[src/rtl/mcrsd_pkg.sv]
// ----------------------------------------------------------------------------
// mcrsd_pkg
// Shared constants and types for the rest stability detector.
// ----------------------------------------------------------------------------
`default_nettype none

package mcrsd_pkg;

	localparam int WINDOW_DEPTH = 20;
	localparam int SAMPLE_BITS  = 12;
	localparam int FIELD_BITS   = 12;
	localparam int CHANNELS     = 6;
	localparam int LIMIT_BITS   = 13;
	localparam int ADDR_BITS    = $clog2(WINDOW_DEPTH);
	localparam int FILL_BITS    = $clog2(WINDOW_DEPTH + 1);

	localparam logic [LIMIT_BITS-1:0] LIMIT_RESET = LIMIT_BITS'(50);

	localparam int CH_LEFT_X     = 0;
	localparam int CH_LEFT_Y     = 1;
	localparam int CH_RIGHT_X    = 2;
	localparam int CH_RIGHT_Y    = 3;
	localparam int CH_LEFT_HALL  = 4;
	localparam int CH_RIGHT_HALL = 5;

	typedef logic [SAMPLE_BITS-1:0] sample_t;
	typedef sample_t [CHANNELS-1:0] sample_set_t;
	typedef logic [ADDR_BITS-1:0] addr_t;

	typedef struct packed {
		logic clear;
		logic take;
	} mm_ctrl_t;

	typedef enum logic [1:0] {
		ST_IDLE,
		ST_SCAN,
		ST_DRAIN,
		ST_EVAL
	} state_t;

endpackage

`default_nettype wire

[src/rtl/mcrsd_ram.sv]
// ----------------------------------------------------------------------------
// mcrsd_ram
// Sample window storage: one write port, one registered read port.
// ----------------------------------------------------------------------------
`default_nettype none

module mcrsd_ram
	import mcrsd_pkg::*;
(
	input  wire logic        clk,
	input  wire logic        wr_en,
	input  wire addr_t       wr_addr,
	input  wire sample_set_t wr_data,
	input  wire addr_t       rd_addr,
	output sample_set_t      rd_data
);

	sample_set_t mem_q [WINDOW_DEPTH];
	sample_set_t rd_data_q;

	always_ff @(posedge clk) begin
		if (wr_en) begin
			mem_q[wr_addr] <= wr_data;
		end
	end

	always_ff @(posedge clk) begin
		rd_data_q <= mem_q[rd_addr];
	end

	assign rd_data = rd_data_q;

endmodule

`default_nettype wire

[src/rtl/mcrsd_minmax.sv]
// ----------------------------------------------------------------------------
// mcrsd_minmax
// Per-channel running minimum and maximum over the scanned window.
// ----------------------------------------------------------------------------
`default_nettype none

module mcrsd_minmax
	import mcrsd_pkg::*;
(
	input  wire logic        clk,
	input  wire logic        arst_n,
	input  wire mm_ctrl_t    ctrl,
	input  wire sample_set_t sample,
	output sample_set_t      lo,
	output sample_set_t      hi
);

	logic        first_q;
	sample_set_t lo_q;
	sample_set_t hi_q;

	always_ff @(posedge clk or negedge arst_n) begin
		if (!arst_n) begin
			first_q <= 1'b1;
		end else if (ctrl.clear) begin
			first_q <= 1'b1;
		end else if (ctrl.take) begin
			first_q <= 1'b0;
		end
	end

	always_ff @(posedge clk) begin
		if (ctrl.take) begin
			for (int c = 0; c < CHANNELS; c++) begin
				if (first_q || sample[c] < lo_q[c]) begin
					lo_q[c] <= sample[c];
				end
				if (first_q || sample[c] > hi_q[c]) begin
					hi_q[c] <= sample[c];
				end
			end
		end
	end

	assign lo = lo_q;
	assign hi = hi_q;

endmodule

`default_nettype wire

[src/rtl/multi_channel_rest_stability_detector_unit.sv]
// ----------------------------------------------------------------------------
// multi_channel_rest_stability_detector_unit
// Sliding-window min/max rest detector for six sensor channels.
//
// Input channel (in_valid / in_stall): one set of six samples plus restart,
// transferred when in_valid is high and in_stall low. Each transfer yields
// exactly one result on the output channel (out_valid / out_stall).
// The set is written to the window memory on the transfer edge. Until the
// window holds WINDOW_DEPTH sets the item passes from idle straight to
// evaluation. Once full, the memory's single read port is swept over all
// WINDOW_DEPTH entries, one per cycle, in scan, then drain and evaluation.
// in_stall is high while an item is at work; the block takes a new item
// while the previous result still waits in the output register.
// A result that finds the output register occupied and stalled holds until
// it is taken. Reset empties the window (fill count and write slot to zero)
// and sets spread_limit to 50. The config channel (cfg_valid / cfg_ready)
// writes spread_limit; cfg_ready is always high.
// ----------------------------------------------------------------------------
`default_nettype none

module multi_channel_rest_stability_detector_unit
	import mcrsd_pkg::*;
(
	input  wire logic                  clk,
	input  wire logic                  arst_n,

	input  wire logic                  in_valid,
	output logic                       in_stall,
	input  wire logic                  restart,
	input  wire logic [FIELD_BITS-1:0] left_x,
	input  wire logic [FIELD_BITS-1:0] left_y,
	input  wire logic [FIELD_BITS-1:0] right_x,
	input  wire logic [FIELD_BITS-1:0] right_y,
	input  wire logic [FIELD_BITS-1:0] left_hall,
	input  wire logic [FIELD_BITS-1:0] right_hall,

	output logic                       out_valid,
	input  wire logic                  out_stall,
	output logic                       window_full,
	output logic                       stable,
	output logic [FIELD_BITS-1:0]      left_x_mid,
	output logic [FIELD_BITS-1:0]      left_y_mid,
	output logic [FIELD_BITS-1:0]      right_x_mid,
	output logic [FIELD_BITS-1:0]      right_y_mid,
	output logic [FIELD_BITS-1:0]      left_hall_mid,
	output logic [FIELD_BITS-1:0]      right_hall_mid,

	input  wire logic                  cfg_valid,
	output logic                       cfg_ready,
	input  wire logic [LIMIT_BITS-1:0] spread_limit
);

	state_t                state_q, state_d;
	logic                  accept;
	logic                  issue_rd;
	logic                  load_out;
	logic                  out_free;

	logic [LIMIT_BITS-1:0] limit_q;
	addr_t                 slot_q;
	logic [FILL_BITS-1:0]  fill_q;
	logic                  full_q;
	addr_t                 rd_addr_q;
	logic                  rd_vld_s1;

	addr_t                 slot_cur;
	logic [FILL_BITS-1:0]  fill_cur;
	logic [FILL_BITS-1:0]  fill_nxt;
	sample_set_t           wr_set;
	sample_set_t           rd_set;
	sample_set_t           lo;
	sample_set_t           hi;
	mm_ctrl_t              mm_ctrl;

	logic                  stable_c;
	sample_set_t           mid_c;

	logic                  out_valid_q;
	logic                  full_out_q;
	logic                  stable_out_q;
	sample_set_t           mid_out_q;

	assign cfg_ready = 1'b1;
	assign out_free  = !out_valid_q || !out_stall;

	always_ff @(posedge clk or negedge arst_n) begin
		if (!arst_n) begin
			state_q <= ST_IDLE;
		end else begin
			state_q <= state_d;
		end
	end

	always_comb begin
		state_d  = state_q;
		in_stall = 1'b1;
		accept   = 1'b0;
		issue_rd = 1'b0;
		load_out = 1'b0;
		unique case (state_q)
			ST_IDLE: begin
				in_stall = 1'b0;
				accept   = in_valid;
				if (in_valid) begin
					state_d = (fill_nxt == FILL_BITS'(WINDOW_DEPTH)) ? ST_SCAN : ST_EVAL;
				end
			end
			ST_SCAN: begin
				issue_rd = 1'b1;
				if (rd_addr_q == addr_t'(WINDOW_DEPTH - 1)) begin
					state_d = ST_DRAIN;
				end
			end
			ST_DRAIN: begin
				state_d = ST_EVAL;
			end
			ST_EVAL: begin
				if (out_free) begin
					load_out = 1'b1;
					state_d  = ST_IDLE;
				end
			end
			default: begin
				state_d = ST_IDLE;
			end
		endcase
	end

	// window bookkeeping
	assign slot_cur = restart ? '0 : slot_q;
	assign fill_cur = restart ? '0 : fill_q;
	assign fill_nxt = (fill_cur == FILL_BITS'(WINDOW_DEPTH)) ? fill_cur
		: fill_cur + FILL_BITS'(1);

	always_comb begin
		wr_set                = '0;
		wr_set[CH_LEFT_X]     = SAMPLE_BITS'(left_x);
		wr_set[CH_LEFT_Y]     = SAMPLE_BITS'(left_y);
		wr_set[CH_RIGHT_X]    = SAMPLE_BITS'(right_x);
		wr_set[CH_RIGHT_Y]    = SAMPLE_BITS'(right_y);
		wr_set[CH_LEFT_HALL]  = SAMPLE_BITS'(left_hall);
		wr_set[CH_RIGHT_HALL] = SAMPLE_BITS'(right_hall);
	end

	always_ff @(posedge clk or negedge arst_n) begin
		if (!arst_n) begin
			limit_q   <= LIMIT_RESET;
			slot_q    <= '0;
			fill_q    <= '0;
			full_q    <= 1'b0;
			rd_addr_q <= '0;
			rd_vld_s1 <= 1'b0;
		end else begin
			if (cfg_valid && cfg_ready) begin
				limit_q <= spread_limit;
			end
			if (accept) begin
				slot_q    <= (slot_cur == addr_t'(WINDOW_DEPTH - 1)) ? '0
					: slot_cur + addr_t'(1);
				fill_q    <= fill_nxt;
				full_q    <= (fill_nxt == FILL_BITS'(WINDOW_DEPTH));
				rd_addr_q <= '0;
			end else if (issue_rd) begin
				rd_addr_q <= rd_addr_q + addr_t'(1);
			end
			rd_vld_s1 <= issue_rd;
		end
	end

	mcrsd_ram u_ram (
		.clk     (clk),
		.wr_en   (accept),
		.wr_addr (slot_cur),
		.wr_data (wr_set),
		.rd_addr (rd_addr_q),
		.rd_data (rd_set)
	);

	assign mm_ctrl.clear = accept;
	assign mm_ctrl.take  = rd_vld_s1;

	mcrsd_minmax u_minmax (
		.clk    (clk),
		.arst_n (arst_n),
		.ctrl   (mm_ctrl),
		.sample (rd_set),
		.lo     (lo),
		.hi     (hi)
	);

	// spread check and midpoints
	always_comb begin
		logic [SAMPLE_BITS-1:0] spread;
		logic [SAMPLE_BITS:0]   sum;
		stable_c = full_q;
		mid_c    = '0;
		for (int c = 0; c < CHANNELS; c++) begin
			spread = hi[c] - lo[c];
			sum    = {1'b0, hi[c]} + {1'b0, lo[c]};
			if (!(LIMIT_BITS'(spread) < limit_q)) begin
				stable_c = 1'b0;
			end
			mid_c[c] = sum[SAMPLE_BITS:1];
		end
	end

	always_ff @(posedge clk or negedge arst_n) begin
		if (!arst_n) begin
			out_valid_q <= 1'b0;
		end else if (load_out) begin
			out_valid_q <= 1'b1;
		end else if (!out_stall) begin
			out_valid_q <= 1'b0;
		end
	end

	always_ff @(posedge clk) begin
		if (load_out) begin
			full_out_q   <= full_q;
			stable_out_q <= stable_c;
			mid_out_q    <= stable_c ? mid_c : '0;
		end
	end

	assign out_valid      = out_valid_q;
	assign window_full    = full_out_q;
	assign stable         = stable_out_q;
	assign left_x_mid     = FIELD_BITS'(mid_out_q[CH_LEFT_X]);
	assign left_y_mid     = FIELD_BITS'(mid_out_q[CH_LEFT_Y]);
	assign right_x_mid    = FIELD_BITS'(mid_out_q[CH_RIGHT_X]);
	assign right_y_mid    = FIELD_BITS'(mid_out_q[CH_RIGHT_Y]);
	assign left_hall_mid  = FIELD_BITS'(mid_out_q[CH_LEFT_HALL]);
	assign right_hall_mid = FIELD_BITS'(mid_out_q[CH_RIGHT_HALL]);

endmodule

`default_nettype wire

[config.mk]
export PLATFORM = sky130hd
export DESIGN_NAME = multi_channel_rest_stability_detector_unit
export DESIGN_NICKNAME = d
export VERILOG_FILES = /design/src/rtl/mcrsd_pkg.sv /design/src/rtl/mcrsd_ram.sv /design/src/rtl/mcrsd_minmax.sv /design/src/rtl/multi_channel_rest_stability_detector_unit.sv
export SDC_FILE = /design/constraint.sdc
export NUM_CORES = 2
export LEC_CHECK = 0
export BUFFER_PORTS_ARGS = -buffer_cell sky130_fd_sc_hd__buf_4
export CAP_MARGIN = 15
export CORE_MARGIN = 2
export CORE_UTILIZATION = 25
export CTS_CLUSTER_SIZE = 10
export DETAILED_ROUTE_END_ITERATION = 7
export SYNTH_ARGS = -nofsm -noshare
export SYNTH_HDL_FRONTEND = slang
export SYNTH_HIERARCHICAL = 1
export SYNTH_SLANG_ARGS = --single-unit
[constraint.sdc]
create_clock -name clk -period 8.6 [get_ports clk]
set_input_delay 0.86 -clock clk [delete_from_list [all_inputs] [get_ports clk]]
set_output_delay 0.86 -clock clk [all_outputs]
set_load 0.01 [all_outputs]
Yosys cells after proc, flatten, opt, wreduce, memory -nomap -nowiden:

Memories as Yosys holds them, arrays and structs flattened. A register that Yosys moved wholly into a read port is not among the register bits.
Cells that the tools add are included.

* output and inout port bits: 77
* logic and storage cells: 133
* register bits after elaboration: 252
* input port bits: 91
* memories kept: 1
* memory bits (writable): 1440

* equality and inequality tests: 11
* add/sub/neg operators: 15
* mux-type cells: 28
* reduce and logical (&&, ||, !) cells: 31
* magnitude comparators: 18

Memory list
* u_ram.mem_q: depth 20, width 72, rd ports 1, clocked after Yosys merged registers in 1, write ports 1, RTL line mcrsd_ram.sv:18 `sample_set_t mem_q [WINDOW_DEPTH];`

Operators by type and width (count)
* 12-bit by 12-bit adder with 13-bit output: 6
* 12-bit by 13-bit less-than comparator with 1-bit output: 6
* 12-bit greater-than comparator: 6
* 12-bit less-than comparator: 6
* 12-bit subtractor: 6
* 5-bit 2-to-1 mux: 6
* 2-bit AND reduction: 12
* 5-bit equality test, second input constant: 4
* 1-bit 2-to-1 mux: 17
* 5-bit by 1-bit adder with 5-bit output, second input constant: 3
* 1-bit logical OR: 13
* 2-bit 2-to-1 mux: 4
* 2-bit case mux with 4 select lines: 1
* 2-bit inequality test, second input constant: 3
* 2-bit equality test, second input constant: 2
* 2-bit nonzero test: 2
* 3-bit AND reduction: 1
* 2-bit by 1-bit equality test with 1-bit output, second input constant: 1
* 1-bit logical NOT: 2
* 2-bit logical NOT: 1
* 2-bit by 1-bit inequality test with 1-bit output, second input constant: 1

Longest topological paths before layout:

* word-level depth: 8
* depth in mapped cells: 20
* mapped depth without buffers: 18

Cells and area by module:

The synthesis kept the hierarchy.

Modules (own cells, without submodules)
* mcrsd_ram: cells each 2941, area an instance 56566.8 um^2, sequential area each 44682.9 um^2, instances 1
* multi_channel_rest_stability_detector_unit: cells each 1357, area an instance 11733.8 um^2, sequential area each 3051.7 um^2, instances 1
* mcrsd_minmax: cells each 634, area an instance 7877.6 um^2, sequential area each 4350.4 um^2, instances 1

Worst setup path after synthesis:

No wires, ideal clock.

* path kind: input-to-reg
* start: in out_stall
* end: reg mid_out_q (netlist bit left_hall_mid[0]) (enable)
* setup time: 0.618 ns
* path slack: 1.737 ns
* arrival: 6.245 ns
* data required time: 7.982 ns
* cell stages on the path: 1
* buffers on the path: 0
* path through: a21boi_0

* longest elaborated chain between the ends: 4

Ends and longest elaborated chain
* start: declaration: RTL line multi_channel_rest_stability_detector_unit.sv:38 `input wire logic out_stall,`
* 1-bit logical NOT
* 1-bit logical OR: RTL line multi_channel_rest_stability_detector_unit.sv:84 `assign out_free = !out_valid_q || !out_stall;`
* 1-bit 2-to-1 mux: RTL line multi_channel_rest_stability_detector_unit.sv:118 `if (out_free) begin`
* 1-bit 2-to-1 mux: RTL line multi_channel_rest_stability_detector_unit.sv:100 `unique case (state_q)`
* end signal: assignment: RTL line multi_channel_rest_stability_detector_unit.sv:221 `mid_out_q <= stable_c ? mid_c : '0;`
* end: declaration: RTL line multi_channel_rest_stability_detector_unit.sv:81 `sample_set_t mid_out_q;`

No other way between the ends.
A chain may end at the register's enable or synchronous reset.

Worst setup path after layout:

* start: reg u_minmax.lo_q (netlist bit u_minmax/lo[37])
* end: reg mid_out_q (netlist bit right_y_mid[10]), data pin

* longest elaborated chain between the ends: 5
* elaborated cells on any way between the ends: 6
* those cells by class: 2 x add/sub; 1 x order compare; 3 x mux

Ends and longest elaborated chain
* start: declaration: RTL line mcrsd_minmax.sv:19 `sample_set_t lo_q;`
* start signal: indexed assignment: RTL line mcrsd_minmax.sv:36 `lo_q[c] <= sample[c];`
* 12-bit subtractor: RTL line multi_channel_rest_stability_detector_unit.sv:198 `spread = hi[c] - lo[c];`
* 12-bit by 13-bit less-than comparator with 1-bit output: RTL line multi_channel_rest_stability_detector_unit.sv:200 `if (!(LIMIT_BITS'(spread) < limit_q)) begin`
* 1-bit 2-to-1 mux (3 in a row): RTL line multi_channel_rest_stability_detector_unit.sv:200
* via stable_c: RTL line multi_channel_rest_stability_detector_unit.sv:75 `logic stable_c;`

The timed path passes the listed nets, and every way through them passes these cells.

==> impl_results.md <==
* Setup TNS at 0 ns
* Vias in the first global route at 42300
* Most common cell in the synthesized netlist: edfxtp_1
* Die X-Extent at 556 µm
* Gate power share at 34.6%
* Area leader, netlist: edfxtp_1
* # nets final at 5595
* Fin crit share at 61.1%
* Die footprint at 309000 µm²
* IO Pins at 168
* Worst Hold Class: in2reg
* Max_cap viols at 0
* Endpoints failing setup at 0
* Residual DRC at 0
* Clock Skew at 0.0599 ns
* Clk network pwr share at 26.5%
* Switch Pwr at 0.00979 W
* Post-DRT Antenna Nets at 0
* Share of post-route cells with drive strength above 1 at 14.7%
* Post-synth cell types at 79
* Port bufs at 166
* Synth cell count leaders: 1658 x edfxtp_1, 362 x mux2i_1, 351 x ha_1
* First-pass GRT wire length at 290000 µm
* Arrival time worst endpoint at 5.91 ns
* Clock tree sinks at 1764
* Outcome: finished clean
* Final instance area at 87700 µm²
* Initial DRC count at 3602
* Synth Instances at 4932
* Worst vdd ir at 0.264 mV
* Worst setup SP type: flop
* Asr flop ratio synth at 1.93%
* H-tree levels at 4
* Min Clock Period, post-route at 5.26 ns
* Share of the synthesized area in the top cell type at 65.4%
* Via count at 42800
* Largest net degree at the start of global routing at 148
* Root Buffer: clkbuf_16
* Final hold violations at 0
* Cell family with most CP delay: compound AO/OA/AOI/OAI gates
* Overflow after GRT at 0
* Seq pwr share at 38.9%
* Post-Syn Nets at 5386
* Wirelength per Cell at 21.9 µm
* Worst EP required at 9.25 ns
* Crit Path Max Fanout at 68
* Power Dens Cells at 321 nW/µm²
* Worst slew pin tran at 1.24 ns
* Placed cell areas at 82100 µm²
* Unrepaired setup endpoints after global routing: false
* Area of the core at 303000 µm²
* Fmax at 190 MHz
* Post-DP HPWL at 121000 µm
* Drt pass-1 iters at 7
* FF+latch count, synth at 1764
* Net Sw Frac at 34.8%
* CTS tree: built
* Yosys Warn Count at 6
* Internal power consumption at 0.0184 W
* Clock edge transition at the registers on the reported setup and hold paths at 0.06 ns
* Site Rows at 202
* GRT Util Overall at 12.7%
* Placed instance count at 8916
* Crit-path cells: inv_1 -> ha_1 -> nor2b_1 -> o31a_1 -> o41a_1 -> a211oi_1 -> a21oi_1 -> xnor2_1 -> ha_1 -> a222oi_1 -> nand3_1 -> o31ai_1 -> o2111ai_1 -> or4b_4 -> inv_1 -> and4_1
* Critical path type: reg2reg
* Setup crit end kind: flop
* Synth top area cells: edfxtp_1 65%, ha_1 5.8%, mux2i_1 4.8%, mux2_2 2.2%, mux4_2 2.2%
* GPL Wtd Cong at 0.796
* Inserted Clock Buffers at 197
* Relative slew slack at 17.1%
* Synth Cell Area at 76200 µm²
* Pleak at 30.3 nW
* Antenna violations before repair at 56
* Die height at 556 µm
* CP max-delay cell: or4b_4
* Clock Latency Late Sink at 0.85 ns
* Vias per cell at 4.66
* Area Growth Syn to Fin at 15.2%
* Final Slew Violations at 0
* Max stage delay on crit path at 0.89 ns
* Crit path buffers/inverters at 2
* Post-CTS Setup Inserts at 0
* Layout Cells excl Fill at 9192
* Post-synth EDFFs at 1658
* Seq/Total Area, Yosys at 68.4%
* Core occupancy in the finished layout at 28.9%
* Max Buffers Root-to-Sink at 3
* Post-Syn Area per Cell at 15.4 µm²
* Pwr Total at 0.0282 W
* Initial Utilization at 25.1%
* Dominant synthesized flop cell: edfxtp_1
* Final WL at 201000 µm
==> flip-flops by register name, indices dropped and copies added, names as in the netlist, 2 cells and up <==
name and cells:
fill_q 5, left_hall_mid 12, left_x_mid 12, left_y_mid 12, limit_q 13, rd_addr_q 5
right_hall_mid 12, right_x_mid 12, right_y_mid 12, slot_q 5, state_q 2, u_minmax/hi 72
u_minmax/lo 72, u_ram/mem_q 1440, u_ram/rd_data 72
==> timing repair <==
item,4_1_cts,5_1_grt
resized for setup,0,0
hold buffers,1,0
hold endpoints to repair,30,0
==> layout make-up <==
class / count / area (µm²)
Tap cell: 3978 / 4980
Clock inverter: 16 / 288
Inverter: 277 / 1040
Sequential cell: 1764 / 52100
Fill cell: 30000 / 215000
Timing Repair Buffer: 246 / 1950
Multi-Input combinational cell: 2655 / 22100
Clock buffer: 252 / 5260
Antenna cell: 4 / 10.0
==> layer usage <==
layer  part of all wire [%]  vias up  routed length [µm]  track usage, %
met3                    7.5      336               15100            3.32
met1                     43    21900               87100            16.7
met5                   0.15        -                 306               0
li1                       -    19300                   -               -
met4                    2.1       46                4230            3.26
met2                     47     1249               94200            20.6
==> layout by cell type (no fill, tap or decap), types with 10 or more instances in the layout <==
cell type / count
mux4_2: 73
a221oi_1: 14
o22ai_1: 218
ha_1: 351
clkbuf_16: 201
xor2_1: 28
nor2_1: 190
nand2b_1: 23
nand2_1: 253
dfrtp_1: 28
nor3_1: 35
nor2b_1: 95
o211ai_1: 17
buf_4: 234
mux2i_1: 362
a21oi_1: 127
mux2_2: 150
clkbuf_1: 47
edfxtp_1: 1658
a211oi_1: 160
inv_1: 277
dfxtp_1: 72
o41ai_1: 10
a31oi_1: 14
o21a_1: 14
nor3b_1: 11
nor2_4: 21
nand4_1: 26
a31o_2: 11
o31ai_1: 75
fa_1: 12
a21o_1: 10
xnor2_1: 82
o21ai_0: 73
nand3_1: 39
==> logic make-up (layout without fill, tap and decap cells) <==
family	after synthesis	in the layout	synth area share [%]
other	1	5	0.00492
multiplexers	585	585	9.13
AO/OA/AOI/OAI	819	819	7.30
flip-flops	1764	1764	68.4
XOR/XNOR	110	110	1.26
buffers and inverters	513	791	2.91
AND/OR/NAND/NOR	777	777	4.94
adder cells (fa/ha/maj)	363	363	6.08
==> power by group through the flow <==
stage	sequential [W]	combinational, W	clock (W)
after floorplan	0.0109	0.00659	0
after global placement	0.0111	0.00955	0
after detailed placement	0.0111	0.00968	0
after CTS	0.0110	0.00973	0.00764
after global routing	0.0110	0.0106	0.00796
final	0.0109	0.00974	0.00746
==> metrics by stage <==
step                setup WS, ns  hold WS [ns]
floorplan                   1.74         0.448
global placement            3.26         0.478
detailed placement          3.28         0.485
CTS                         3.25         0.188
global route                2.96         0.237
finish                      3.34         0.271
==> worst paths after layout <==
| check | start | to | depth (start not counted) | slack, ns |
|---|---|---|---|---|
| setup / recovery | u_minmax/lo[37] | right_y_mid[10] | 16 | 3.34 |
| hold / removal | spread_limit[7] | limit_q[7] | 3 | 0.27 |
| setup reg to reg | u_minmax/lo[37] | right_y_mid[10] | 16 | 3.34 |
| hold reg to reg | u_ram/rd_data[29] | u_minmax/hi[29] | 0 | 0.48 |
| max in group asynchronous | arst_n | rd_addr_q[0] | 2 | 7.60 |
| min in group asynchronous | arst_n | limit_q[0] | 2 | 0.58 |
==> tightest hold or removal path: cells and delay by family <==
kind | cells | cell delay [ns]
buffers and inverters | 1 | 0.08
AO/OA/AOI/OAI | 1 | 0.06
AND/OR/NAND/NOR | 1 | 0.04
Power figures use the tool's default switching activity.
